==> src/rtl/core/pcrd_mul.sv <==
// Shared signed multiplier with a registered product.
`default_nettype none
module pcrd_mul (
   input  wire logic               clock,
   input  wire logic signed [32:0] op_a,
   input  wire logic signed [32:0] op_b,
   output logic signed [65:0]      prod
);

   logic signed [65:0] prod_ff;
   logic signed [65:0] prod_in;

   // Multiply the held operands
   assign prod_in = op_a * op_b;

   // Register the product
   always_ff @(posedge clock) begin
      prod_ff <= prod_in;
   end

   assign prod = prod_ff;

endmodule
`default_nettype wire

==> config.mk <==
export PLATFORM = sky130hd
export DESIGN_NAME = pcrd_mul
export DESIGN_NICKNAME = d
export VERILOG_FILES = /design/src/rtl/core/pcrd_mul.sv
export SDC_FILE = /design/constraint.sdc
export NUM_CORES = 2
export LEC_CHECK = 0
export BUFFER_PORTS_ARGS = -buffer_cell sky130_fd_sc_hd__buf_2
export CORE_MARGIN = 2
export CORE_UTILIZATION = 45
export CTS_CLUSTER_DIAMETER = 30
export DETAILED_ROUTE_END_ITERATION = 16
export PLACE_DENSITY_LB_ADDON = 0.15
export SLEW_MARGIN = 30
export SYNTH_ARGS = -nofsm -noshare
export SYNTH_HDL_FRONTEND = slang
export SYNTH_SLANG_ARGS = --single-unit
==> constraint.sdc <==
create_clock -name clock -period 10 [get_ports clock]
set_input_delay 1.5 -clock clock [delete_from_list [all_inputs] [get_ports clock]]
set_output_delay 1.5 -clock clock [all_outputs]
set_load 0.01 [all_outputs]
==> impl_metrics.csv <==
group,metric,value,unit
clocking,root_buffer,"clkbuf_16",
drt,vias_per_cell,5.09,
synth,synth_nets,5731,
die,fp.dieW,304,um
synth,netlist_top_cells_area,"fa_1 (57%), inv_1 (11%), and2_1 (8.7%)",
clocking,cts.reportedPaths.clkPinSlew,60,ps
synth,synth_cell_types,61,
clocking,cts_sinks,66,
placed_design,place_congestion,0.919,
die,ios,133,
synth,netlist_instances,4302,
critical_path,critPathCaptureType,"flip-flop",
synth,synth.avg_cell_area,9.38,um^2
flow_run,maxCapViolations,0,
critical_path,path_common_cell,"fa_1",
die,dieArea,0.0921,mm^2
critical_path,worstSetupStartpoint,"op_b[9]",
outcome,status,"finished clean",
synth,yosysMostFrequentCell,"fa_1",
synth,synth.ff_latch_count,66,
global_route,grt_usage,27.0,%
global_route,grt_max_degree,34,
finish,nNetsFinal,5738,
critical_path,crit_family,"adder cells",
clocking,cts_tree,"built",
drt,antenna_left,0,
synth,synth_edf_count,0,
timing,setup_violations,0,
timing,final-hold-violation-count,0,
critical_path,cp-start-kind,"primary input",
drt,first_pass_iters,5,
clocking,clockBufferDepth,2,
global_route,grt_overflow,0,
critical_path,cp_max_fo,22,
global_route,grt_pass1_vias,31100,
critical_path,path_class,"in -> reg",
global_route,antenna_found_initial,11,
timing,clock.fmax,108,MHz
timing,relSlewSlack,35.0,%
synth,async_flop_share,0,%
die,die_h,304,um
timing,rsz0062_at_grt,"no",
critical_path,crit_arrival,9560,ps
die,start_util,45.5,%
worst_hold_path,hp-class,"in -> reg",
drt,wire_per_inst,21.0,um
drt,vias,27900,
placed_design,dpl.hpwl,94.6,mm
synth,synth_largest_area_cell,"fa_1",
clocking,ctsResizeCount,0,
clocking,htree_levels,3,
critical_path,required,10300,ps
timing,period_share,92.6,%
drt,wl,115,mm
finish,largest_reg_flops,66,
synth,netlist_area,0.0404,mm^2
timing,period_needed,9260,ps
finish,layout-drive-gt1-share,5.93,%
die,row_count,109,
critical_path,cp_num_buf_inv,6,
clocking,cts_hold_buffers,0,
clocking,cts_buffers,9,
finish,area_delta_synth_final,5.58,%
timing,drv_slew,0,
drt,drc,0,
synth,synth_top_area_share,56.8,%
global_route,grt_pass1_wl,186,mm
die,core_area,0.0886,mm^2
synth,yosysSeqAreaShare,3.27,%
timing,tightestPinTransition,976,ps
timing,fin_tns_setup,0,ps
worst_hold_path,hp-start,"op_b[0]",
drt,drt-initial-drc-count,1459,
critical_path,worst_path_max_delay_cell,"buf_2",
synth,synth_warnings,0,
synth,synthTopCellsByCount,"fa_1 (1145), inv_1 (1133), and2_1 (562), nand2_1 (543), clkbuf_1 (220)",
placed_design,port_buffers,132,
critical_path,cpPeakStageDelay,590,ps
synth,synth_flop_cell,"dfxtp_1",
clocking,post_cts_buffers,0,
## layout by cell type, fill, tap and decap left out, types with 7 or more instances in the layout
cell	n
nand2_1	543
xor2_1	20
nand4_1	9
xnor2_1	55
nor3_1	7
dfxtp_1	66
o21ai_0	37
nand2b_1	9
nand3_1	18
o21a_1	7
a21o_1	28
fa_1	1145
ha_1	217
buf_4	84
inv_1	1133
nor2_1	47
buf_2	132
a31oi_1	9
and4_1	7
o211ai_1	7
and3_1	7
and2_1	562
o21bai_1	8
a21oi_1	73
clkbuf_16	9
## logic make-up (layout without fill, tap and decap cells)
group,count (synthesis),in the layout,share of synthesized area (%)
other,0,2,0
flip-flops,66,66,3.27
AO/OA/AOI/OAI,217,217,3.60
AND/OR/NAND/NOR,1228,1228,15.4
XOR/XNOR,75,75,1.63
adder cells (fa/ha/maj),1362,1362,63.5
buffers and inverters,1354,1366,12.6
## path summary, 6_finish.rpt
path	to	slack [ps]	cells after the start
setup / recovery	prod[62]$_DFF_P_	740	25
hold / removal	prod[0]$_DFF_P_	1600	2
## layer usage
layer	GRT usage (%)	vias to the layer above	wire length (um)	part of all wire, %
li1	-	12200	-	-
met1	37.0	14700	49100	43
met2	42.9	812	54000	47
met3	6.45	178	8850	7.7
met4	7.81	22	3250	2.8
met5	0	-	132	0.11
## final cells by class
type                    count  area (um^2)
diodes                      2         5.00
clock buffers              11          253
clock inverters             5         61.3
fillers                  8555        46000
inverters                1133         4250
multi-input cells        2882        34000
flip-flops and latches     66         1320
well taps                1165         1460
repair buffers            217         1310
## per-stage QoR
| step | hold WS, ps | setup WS [ps] | cell area [um^2] | cells | util (%) |
|---|---|---|---|---|---|
| 4_1_cts | 1560 | 752 | 42600 | 5479 | 48.1 |
| 6_report | 1600 | 739 | 42600 | 5481 | 48.1 |
| 2_1_floorplan | 1630 | 1280 | 40400 | 4302 | - |
| 3_5_place_dp | 1890 | 309 | 42300 | 5463 | 47.7 |
| 3_3_place_gp | 1890 | 342 | 42300 | 5463 | 47.7 |
| 5_1_grt | 1600 | 393 | 42600 | 5479 | 48.1 |
Power is left out: the tool's default activity adds up to more than one toggle a clock period on the data nets, which glitch-free logic cannot reach.
